`src/rtl/fpvm_pkg.sv`:
```
// Shared constants, state encoding and control bundle for the vector magnitude unit.
// Depends on nothing; every other file refers to it by scoped names.
package fpvm_pkg;

   localparam int FRACTION_BITS = 16;
   localparam int IN_W          = 32;
   localparam int PROD_W        = 2 * IN_W;
   localparam int ROOT_W        = PROD_W / 2;
   localparam int REM_W         = ROOT_W + 2;
   localparam int TRIAL_W       = REM_W + 2;
   localparam int ROOT_STEPS    = ROOT_W;
   localparam int CNT_W         = $clog2(ROOT_STEPS);

   // Clears the fraction bits that the radicand drops.
   localparam logic [PROD_W-1:0] FRAC_MASK =
      {{(PROD_W - FRACTION_BITS){1'b1}}, {FRACTION_BITS{1'b0}}};

   // Largest root possible, from two components of -2^31.
   localparam logic [ROOT_W-1:0] MAG_MAX = ROOT_W'(64'd3037000499);

   typedef enum logic [2:0] {
      ST_IDLE,
      ST_SQUARE_A,
      ST_SQUARE_B,
      ST_LOAD,
      ST_ROOT,
      ST_FINISH
   } state_type;

   typedef struct packed {
      logic busy;
      logic capture;
      logic square_en;
      logic sel_second;
      logic load_sum;
      logic load_root;
      logic step_root;
      logic load_out;
   } ctrl_type;

endpackage

```
`src/rtl/fixed_point_vector_magnitude_unit.sv`:
```
// Top level of the fixed-point vector magnitude unit.
// Depends on fpvm_pkg, fpvm_squarer, fpvm_root and fpvm_seq.
//
// This unit takes two signed 16.16 components per request beat and returns one
// unsigned 16.16 magnitude per response beat: the floor square root of the sum
// of both squares after the low 16 of the sum's 32 fraction bits are cleared,
// so zero gives zero and two components of -2^31 give 3037000499. The block
// works on one beat at a time and holds req_stall high while it does. After
// acceptance a beat passes through the one shared 32 by 32 squarer (first
// component, then second), an add and mask of the squares, the digit-by-digit
// root unit, which settles one result bit per cycle with a single 36-bit
// compare and subtract, a hand-off of the root to the response register and an
// idle state in which the next beat is taken. The response sits in its own
// output register, so a new request is accepted while an earlier response
// still waits behind rsp_stall; only when a second result is ready and that
// register is still full does the block hold its finished root until the
// register frees up.
module fixed_point_vector_magnitude_unit (
   input  logic                               clock,
   input  logic                               reset,
   input  logic                               req_valid,
   output logic                               req_stall,
   input  logic signed [fpvm_pkg::IN_W-1:0]   req_first_component,
   input  logic signed [fpvm_pkg::IN_W-1:0]   req_second_component,
   output logic                               rsp_valid,
   input  logic                               rsp_stall,
   output logic [fpvm_pkg::ROOT_W-1:0]        rsp_magnitude
);

   fpvm_pkg::ctrl_type            ctrl;
   fpvm_pkg::state_type           state;
   logic                          out_free;

   logic [fpvm_pkg::IN_W-1:0]     first_ff;
   logic [fpvm_pkg::IN_W-1:0]     second_ff;
   logic [fpvm_pkg::IN_W-1:0]     operand;
   logic [fpvm_pkg::PROD_W-1:0]   product;
   logic [fpvm_pkg::PROD_W-1:0]   sum_ff;
   logic [fpvm_pkg::PROD_W-1:0]   radicand;
   logic [fpvm_pkg::ROOT_W-1:0]   root;

   logic                          rsp_valid_ff;
   logic                          rsp_valid_in;
   logic [fpvm_pkg::ROOT_W-1:0]   rsp_magnitude_ff;

   // The response register is free when it is empty or being drained this cycle.
   assign out_free  = !rsp_valid_ff || !rsp_stall;
   assign req_stall = ctrl.busy;

   fpvm_seq u_seq (
      .clock     (clock),
      .reset     (reset),
      .req_valid (req_valid),
      .out_free  (out_free),
      .ctrl      (ctrl),
      .state     (state)
   );

   // Operands are captured on acceptance and stay put for the whole computation.
   always_ff @(posedge clock) begin
      if (ctrl.capture) begin
         first_ff  <= req_first_component;
         second_ff <= req_second_component;
      end
   end

   assign operand = ctrl.sel_second ? second_ff : first_ff;

   fpvm_squarer u_squarer (
      .clock   (clock),
      .enable  (ctrl.square_en),
      .operand (operand),
      .product (product)
   );

   // The first square is parked here while the squarer works on the second.
   always_ff @(posedge clock) begin
      if (ctrl.load_sum) begin
         sum_ff <= product;
      end
   end

   // Both squares are at most 2^62, so their sum never carries out of 64 bits.
   assign radicand = (sum_ff + product) & fpvm_pkg::FRAC_MASK;

   fpvm_root u_root (
      .clock    (clock),
      .load     (ctrl.load_root),
      .step     (ctrl.step_root),
      .radicand (radicand),
      .root     (root)
   );

   assign rsp_valid_in = ctrl.load_out || (rsp_valid_ff && rsp_stall);

   always_ff @(posedge clock) begin
      if (reset) begin
         rsp_valid_ff <= 1'b0;
      end else begin
         rsp_valid_ff <= rsp_valid_in;
      end
   end

   always_ff @(posedge clock) begin
      if (ctrl.load_out) begin
         rsp_magnitude_ff <= root;
      end
   end

   assign rsp_valid     = rsp_valid_ff;
   assign rsp_magnitude = rsp_magnitude_ff;

`ifndef SYNTHESIS
   // An accepted beat must put the block into its busy sequence.
   assert property (@(posedge clock) disable iff (reset)
      (req_valid && !req_stall) |=> (state == fpvm_pkg::ST_SQUARE_A))
      else $error("accepted beat did not start the squaring sequence");

   // A new response appears only after the root iterations have finished.
   assert property (@(posedge clock) disable iff (reset)
      ctrl.load_out |-> (state == fpvm_pkg::ST_FINISH) && $past(state == fpvm_pkg::ST_ROOT ||
                                                                state == fpvm_pkg::ST_FINISH))
      else $error("response loaded before the root was complete");

   // No pair of 16.16 components can produce a root above the largest possible one.
   assert property (@(posedge clock) disable iff (reset)
      rsp_valid |-> (rsp_magnitude <= fpvm_pkg::MAG_MAX))
      else $error("magnitude exceeds the largest possible root");

   // A pending response is never overwritten by the next result.
   assert property (@(posedge clock) disable iff (reset)
      (rsp_valid && rsp_stall) |-> !ctrl.load_out)
      else $error("pending response overwritten");
`endif

endmodule

```
`src/rtl/fpvm_squarer.sv`:
```
// Shared squaring unit: absolute value of a signed component and a registered square.
// Depends on fpvm_pkg.
module fpvm_squarer (
   input  logic                          clock,
   input  logic                          enable,
   input  logic [fpvm_pkg::IN_W-1:0]     operand,
   output logic [fpvm_pkg::PROD_W-1:0]   product
);

   logic [fpvm_pkg::IN_W-1:0]   mag;
   logic [fpvm_pkg::PROD_W-1:0] product_in;
   logic [fpvm_pkg::PROD_W-1:0] product_ff;

   // The most negative value maps to 2^(IN_W-1), which still fits unsigned.
   assign mag        = operand[fpvm_pkg::IN_W-1] ? (~operand + 1'b1) : operand;
   assign product_in = fpvm_pkg::PROD_W'(mag) * fpvm_pkg::PROD_W'(mag);

   always_ff @(posedge clock) begin
      if (enable) begin
         product_ff <= product_in;
      end
   end

   assign product = product_ff;

endmodule

```
`src/rtl/fpvm_root.sv`:
```
// Digit-by-digit floor square root, one result bit per step.
// Depends on fpvm_pkg.
module fpvm_root (
   input  logic                          clock,
   input  logic                          load,
   input  logic                          step,
   input  logic [fpvm_pkg::PROD_W-1:0]   radicand,
   output logic [fpvm_pkg::ROOT_W-1:0]   root
);

   logic [fpvm_pkg::PROD_W-1:0]  rad_ff;
   logic [fpvm_pkg::PROD_W-1:0]  rad_in;
   logic [fpvm_pkg::REM_W-1:0]   rem_ff;
   logic [fpvm_pkg::REM_W-1:0]   rem_in;
   logic [fpvm_pkg::ROOT_W-1:0]  root_ff;
   logic [fpvm_pkg::ROOT_W-1:0]  root_in;
   logic [fpvm_pkg::TRIAL_W-1:0] shifted;
   logic [fpvm_pkg::TRIAL_W-1:0] trial;
   logic [fpvm_pkg::TRIAL_W-1:0] diff;
   logic                         fits;

   // Bring down the next two radicand bits and try appending a one to the root.
   assign shifted = {rem_ff, rad_ff[fpvm_pkg::PROD_W-1 -: 2]};
   assign trial   = fpvm_pkg::TRIAL_W'({root_ff, 2'b01});
   assign fits    = (shifted >= trial);
   assign diff    = shifted - trial;

   always_comb begin
      rad_in  = rad_ff;
      rem_in  = rem_ff;
      root_in = root_ff;
      if (load) begin
         rad_in  = radicand;
         rem_in  = '0;
         root_in = '0;
      end else if (step) begin
         rad_in  = {rad_ff[fpvm_pkg::PROD_W-3:0], 2'b00};
         rem_in  = fits ? diff[fpvm_pkg::REM_W-1:0] : shifted[fpvm_pkg::REM_W-1:0];
         root_in = {root_ff[fpvm_pkg::ROOT_W-2:0], fits};
      end
   end

   always_ff @(posedge clock) begin
      rad_ff  <= rad_in;
      rem_ff  <= rem_in;
      root_ff <= root_in;
   end

   assign root = root_ff;

endmodule

```
`src/rtl/fpvm_seq.sv`:
```
// Sequencer: walks one beat through squaring, summing, the root iterations and the hand-off.
// Depends on fpvm_pkg.
module fpvm_seq (
   input  logic               clock,
   input  logic               reset,
   input  logic               req_valid,
   input  logic               out_free,
   output fpvm_pkg::ctrl_type ctrl,
   output fpvm_pkg::state_type state
);

   fpvm_pkg::state_type          state_ff;
   fpvm_pkg::state_type          state_in;
   logic [fpvm_pkg::CNT_W-1:0]   cnt_ff;
   logic [fpvm_pkg::CNT_W-1:0]   cnt_in;
   logic                         last_step;

   assign last_step = (cnt_ff == fpvm_pkg::CNT_W'(fpvm_pkg::ROOT_STEPS - 1));

   always_comb begin
      state_in = state_ff;
      case (state_ff)
         fpvm_pkg::ST_IDLE: begin
            if (req_valid) state_in = fpvm_pkg::ST_SQUARE_A;
         end
         fpvm_pkg::ST_SQUARE_A: state_in = fpvm_pkg::ST_SQUARE_B;
         fpvm_pkg::ST_SQUARE_B: state_in = fpvm_pkg::ST_LOAD;
         fpvm_pkg::ST_LOAD:     state_in = fpvm_pkg::ST_ROOT;
         fpvm_pkg::ST_ROOT: begin
            if (last_step) state_in = fpvm_pkg::ST_FINISH;
         end
         fpvm_pkg::ST_FINISH: begin
            if (out_free) state_in = fpvm_pkg::ST_IDLE;
         end
         default: state_in = fpvm_pkg::ST_IDLE;
      endcase
   end

   always_comb begin
      ctrl = '0;
      case (state_ff)
         fpvm_pkg::ST_IDLE: begin
            ctrl.capture = req_valid;
         end
         fpvm_pkg::ST_SQUARE_A: begin
            ctrl.busy      = 1'b1;
            ctrl.square_en = 1'b1;
         end
         fpvm_pkg::ST_SQUARE_B: begin
            ctrl.busy       = 1'b1;
            ctrl.square_en  = 1'b1;
            ctrl.sel_second = 1'b1;
            ctrl.load_sum   = 1'b1;
         end
         fpvm_pkg::ST_LOAD: begin
            ctrl.busy      = 1'b1;
            ctrl.load_root = 1'b1;
         end
         fpvm_pkg::ST_ROOT: begin
            ctrl.busy      = 1'b1;
            ctrl.step_root = 1'b1;
         end
         fpvm_pkg::ST_FINISH: begin
            ctrl.busy     = 1'b1;
            ctrl.load_out = out_free;
         end
         default: ctrl = '0;
      endcase
   end

   always_comb begin
      cnt_in = cnt_ff;
      if (state_ff == fpvm_pkg::ST_LOAD) begin
         cnt_in = '0;
      end else if (state_ff == fpvm_pkg::ST_ROOT) begin
         cnt_in = cnt_ff + 1'b1;
      end
   end

   always_ff @(posedge clock) begin
      if (reset) begin
         state_ff <= fpvm_pkg::ST_IDLE;
         cnt_ff   <= '0;
      end else begin
         state_ff <= state_in;
         cnt_ff   <= cnt_in;
      end
   end

   assign state = state_ff;

endmodule
```
`config.mk`:
```
export PLATFORM = sky130hd
export DESIGN_NAME = fixed_point_vector_magnitude_unit
export DESIGN_NICKNAME = d
export VERILOG_FILES = /design/src/rtl/fpvm_pkg.sv /design/src/rtl/fixed_point_vector_magnitude_unit.sv /design/src/rtl/fpvm_squarer.sv /design/src/rtl/fpvm_root.sv /design/src/rtl/fpvm_seq.sv
export SDC_FILE = /design/constraint.sdc
export NUM_CORES = 2
export LEC_CHECK = 0
export ABC_CLOCK_PERIOD_IN_PS = 14000
export BUFFER_PORTS_ARGS = -buffer_cell sky130_fd_sc_hd__buf_2
export CORE_MARGIN = 1.5
export CORE_UTILIZATION = 30
export DETAILED_ROUTE_END_ITERATION = 6
export GPL_TIMING_DRIVEN = 1
export SKIP_CTS_REPAIR_TIMING = 1
export SLEW_MARGIN = 5
export SYNTH_ARGS = -nofsm -noshare
export SYNTH_HDL_FRONTEND = slang
export SYNTH_HIERARCHICAL = 1
export SYNTH_SLANG_ARGS = --single-unit
```
`constraint.sdc`:
```
create_clock -name clock -period 14 [get_ports clock]
set_input_delay 0 -clock clock [delete_from_list [all_inputs] [get_ports clock]]
set_output_delay 0 -clock clock [all_outputs]
set_load 0.01 [all_outputs]
```
==> impl_metrics.py <==
metrics = {
    "timing": {
        "finalHoldViolations": 0,
        "worstMarginPinSlew_ns": 1.248,
        "fin_worst_skew_ns": 0.04053,
        "relSlewSlack": 0.1637,
        "period_share": 0.8734,
        "max_freq_mhz": 81.78,
        "rsz0062_at_grt": "false",
        "slew_violations": 0,
        "tns_ns": 0,
        "period_needed_ns": 12.23,
        "setup_violations": 0,
    },
    "place": {
        "io_buffers": 101,
        "routabilityCongestion": 0.8822,
        "place_hpwl_um": 97800,
    },
    "route": {
        "dr_wl_met2_um": 56700,
        "wl_met1_um": 54050,
        "post-route-drc-count": 0,
        "top_layer": "met4",
        "first_iter_violations": 2396,
        "detail-route-antenna-nets": 0,
        "wl_per_cell_um": 17.70,
        "vias": 33540,
        "wl_met3_um": 8116,
        "routed_wl_um": 124000,
        "drt_pass1_iterations": 5,
        "routed_via_density": 4.786,
    },
    "synthesis": {
        "synth_warnings": 6,
        "ys_seq_area_frac": 0.2126,
        "synthAdderAreaFrac": 0.4345,
        "synth_edf_count": 287,
        "synth_cell_type_count": 101,
        "synth-seq-cells": 362,
        "async_flop_share": 0,
        "netlist_instances": 4792,
        "synth_area_um2": 47600,
        "synth.avg_cell_area_um2": 9.932,
        "yosys_most_used_dff": "edfxtp_1",
        "synth_compound_gate_area_share": 0.08638,
        "synth_top_family_by_area": "adder cells",
        "muxShareOfSynthArea": 0.03491,
        "synth_simple_gate_area_frac": 0.09479,
        "synth_xor_area_frac": 0.03623,
    },
    "floorplan": {
        "die_area_um2": 161100,
        "start_util": 0.3033,
        "die_y_um": 401.3,
        "pin_count": 102,
        "die_w_um": 401.3,
        "core_area_um2": 156900,
        "rows": 145,
    },
    "layout": {
        "multiInputGateArea_um2": 32990,
        "n_fill_cell": 15820,
        "finalNetCount": 6162,
        "drive_gt1_frac": 0.07599,
        "regArea_um2": 10120,
        "areaGrowthSynthToFinish_pct": 10.49,
    },
    "global_routing": {
        "antenna_found_initial": 0,
        "grt_overflow_total": 0,
        "grt.total_usage": 0.1530,
        "grt_pass1_vias": 35500,
        "grt_start_max_net_pins": 91,
        "grt_pass1_wl_um": 195100,
    },
    "clock_network": {
        "cts_buffer_depth": 3,
        "clk_latency_ns": 0.62,
        "cts-root-buf": "clkbuf_16",
        "clk_pin_slew_ns": 0.08,
        "cts_sinks": 362,
        "numCtsBuffers": 40,
        "cts_tree": "built",
        "cts.htree.levels": 2,
    },
    "critical_path": {
        "slowest_delay_ns": 0.72,
        "crit_path_start_kind": "flip-flop",
        "path_common_cell": "fa_1",
        "path_max_fanout": 50,
        "slowest_stage": "or4_4",
        "critical_path_class": "flip-flop to flip-flop",
        "crit_path_end_kind": "flip-flop",
        "critPathRequiredTime_ns": 14.34,
        "cp.arrival_ns": 12.57,
    },
    "min_path": {
        "hold_path_class": "input port to flip-flop",
    },
    "outcome": {
        "status": "complete, no violations",
    },
    "flow_run": {
        "maxCapViolations": 0,
    },
}
[cells in the final DEF, fill, tap and decap left out, types with 10 or more instances in the layout]
| master | n |
|---|---|
| mux2_2 | 95 |
| nand2b_1 | 15 |
| o211ai_1 | 12 |
| and2_1 | 17 |
| nand4_1 | 37 |
| conb_1 | 43 |
| xor2_1 | 76 |
| buf_4 | 52 |
| ha_1 | 381 |
| edfxtp_1 | 287 |
| xnor2_1 | 108 |
| nor2_1 | 392 |
| o21a_1 | 16 |
| clkbuf_16 | 40 |
| mux2i_1 | 58 |
| a31oi_1 | 21 |
| clkinv_1 | 12 |
| or3_1 | 11 |
| a21oi_1 | 182 |
| nor3_1 | 41 |
| nand3_1 | 36 |
| buf_2 | 101 |
| o31ai_1 | 16 |
| fa_1 | 795 |
| dlygate4sd3_1 | 68 |
| a31o_2 | 10 |
| o21bai_1 | 27 |
| nor2b_1 | 20 |
| nor4_1 | 11 |
| nand2_1 | 378 |
| and3_1 | 23 |
| o21ai_0 | 116 |
| a211oi_1 | 39 |
| inv_1 | 1063 |
| a21o_1 | 84 |
| dfxtp_1 | 75 |
[worst paths after layout]
| kind | start | to | slack, ns | depth (start not counted) |
|---|---|---|---|---|
| worst max-delay path | u_seq/state[2]$_SDFFE_PP0P_ | u_squarer/product[61]$_DFFE_PP_ | 1.77 | 34 |
| worst min-delay path | req_first_component[0] | first_ff[0]$_DFFE_PP_ | 0.10 | 2 |
| worst max register to register | u_seq/state[2]$_SDFFE_PP0P_ | u_squarer/product[61]$_DFFE_PP_ | 1.77 | 34 |
| worst min register to register | u_squarer/product[5]$_DFFE_PP_ | sum_ff[5]$_DFFE_PP_ | 0.46 | 0 |
[cells in the mapped netlist (all sizes together) (4+ instances only)]
cell type	instances	area (um2)
a21oi	182	910.9
dfxtp	75	1501
a21o	84	630.6
o21ai	122	621.8
a21boi	11	82.57
and3	23	143.9
o31a	7	61.31
nand2	378	1419
nand2b	15	93.84
o21bai	27	202.7
a31o	10	87.58
a221oi	8	88.83
o221ai	5	50.04
o31ai	17	132.6
or2	7	43.80
inv	1070	4016
o41ai	7	95.09
nor3	43	231.5
a211oi	40	305.3
nand3	36	180.2
clkinv	7	26.28
o2111ai	4	35.03
ha	381	4767
nor2b	20	125.1
xnor2	116	1016
nor4	12	90.09
mux2i	58	580.6
a41oi	9	86.34
or3	11	68.82
buf	34	192.7
nor2	393	1475
nand4	39	265.3
o21a	16	120.1
or4	9	71.32
a31oi	21	131.4
edfxtp	287	8618
clkbuf	143	538.0
and2	18	113.9
and4	5	43.79
a211o	5	43.79
fa	795	15920
mux2	96	1081
xor2	80	708.2
o211ai	13	102.6
nor3b	7	52.55
[stage by stage]
step	cells	setup WS (ns)	area [um2]	hold slack [ns]	util
3_5_place_dp	6866	1.804	50630	0.1781	0.3226
6_report	7007	1.772	52590	0.1041	0.3351
2_1_floorplan	4832	2.185	47750	0.06907	-
4_1_cts	6938	1.761	51900	-0.4738	0.3307
3_3_place_gp	6866	1.800	50630	0.1763	0.3226
5_1_grt	7006	1.188	52580	0.09249	0.3351
[cells by family (layout without fill, tap and decap cells)]
logic type / after synthesis / after routing
adder cells (fa/ha/maj): 1176 / 1176
buffers and inverters: 1254 / 1370
other: 3 / 44
flip-flops: 362 / 362
AO/OA/AOI/OAI: 621 / 621
multiplexers: 154 / 154
AND/OR/NAND/NOR: 1026 / 1026
XOR/XNOR: 196 / 196
[worst max-delay path: cells and delay by family, from the launching register on]
family / cells / cell delay (ns)
adder cells (fa/ha/maj): 9 / 4.43
AND/OR/NAND/NOR: 9 / 3.74
AO/OA/AOI/OAI: 6 / 1.54
buffers and inverters: 7 / 1.01
multiplexers: 1 / 0.46
flip-flops: 1 / 0.41
XOR/XNOR: 2 / 0.31
[state kept, by name, summed over array words and instances (netlist names)]
signal	flops
u_root/rem_ff	34
sum_ff	64
u_root/root	32
u_seq/cnt_ff	5
rsp_valid	1
u_root/rad_ff	64
rsp_magnitude	32
u_seq/state	3
u_squarer/product	63
second_ff	32
first_ff	32
[layer usage]
layer / track usage / vias to the layer above
met5: 0 / -
met4: 0.05977 / 0
met3: 0.02705 / 292
met2: 0.2489 / 1113
met1: 0.2018 / 16700
li1: - / 15430
[cell type report]
type | count | area share
clock buffers | 48 | 0.01980
well taps | 2058 | 0.04897
multi-input cells | 3216 | 0.6273
diodes | 1 | 0.00004759
inverters | 1077 | 0.07695
repair buffers | 221 | 0.02998
flip-flops and latches | 362 | 0.1924
clock inverters | 24 | 0.004497
Power is left out: the tool's default activity adds up to more than one toggle a clock period on the data nets, which glitch-free logic cannot reach.
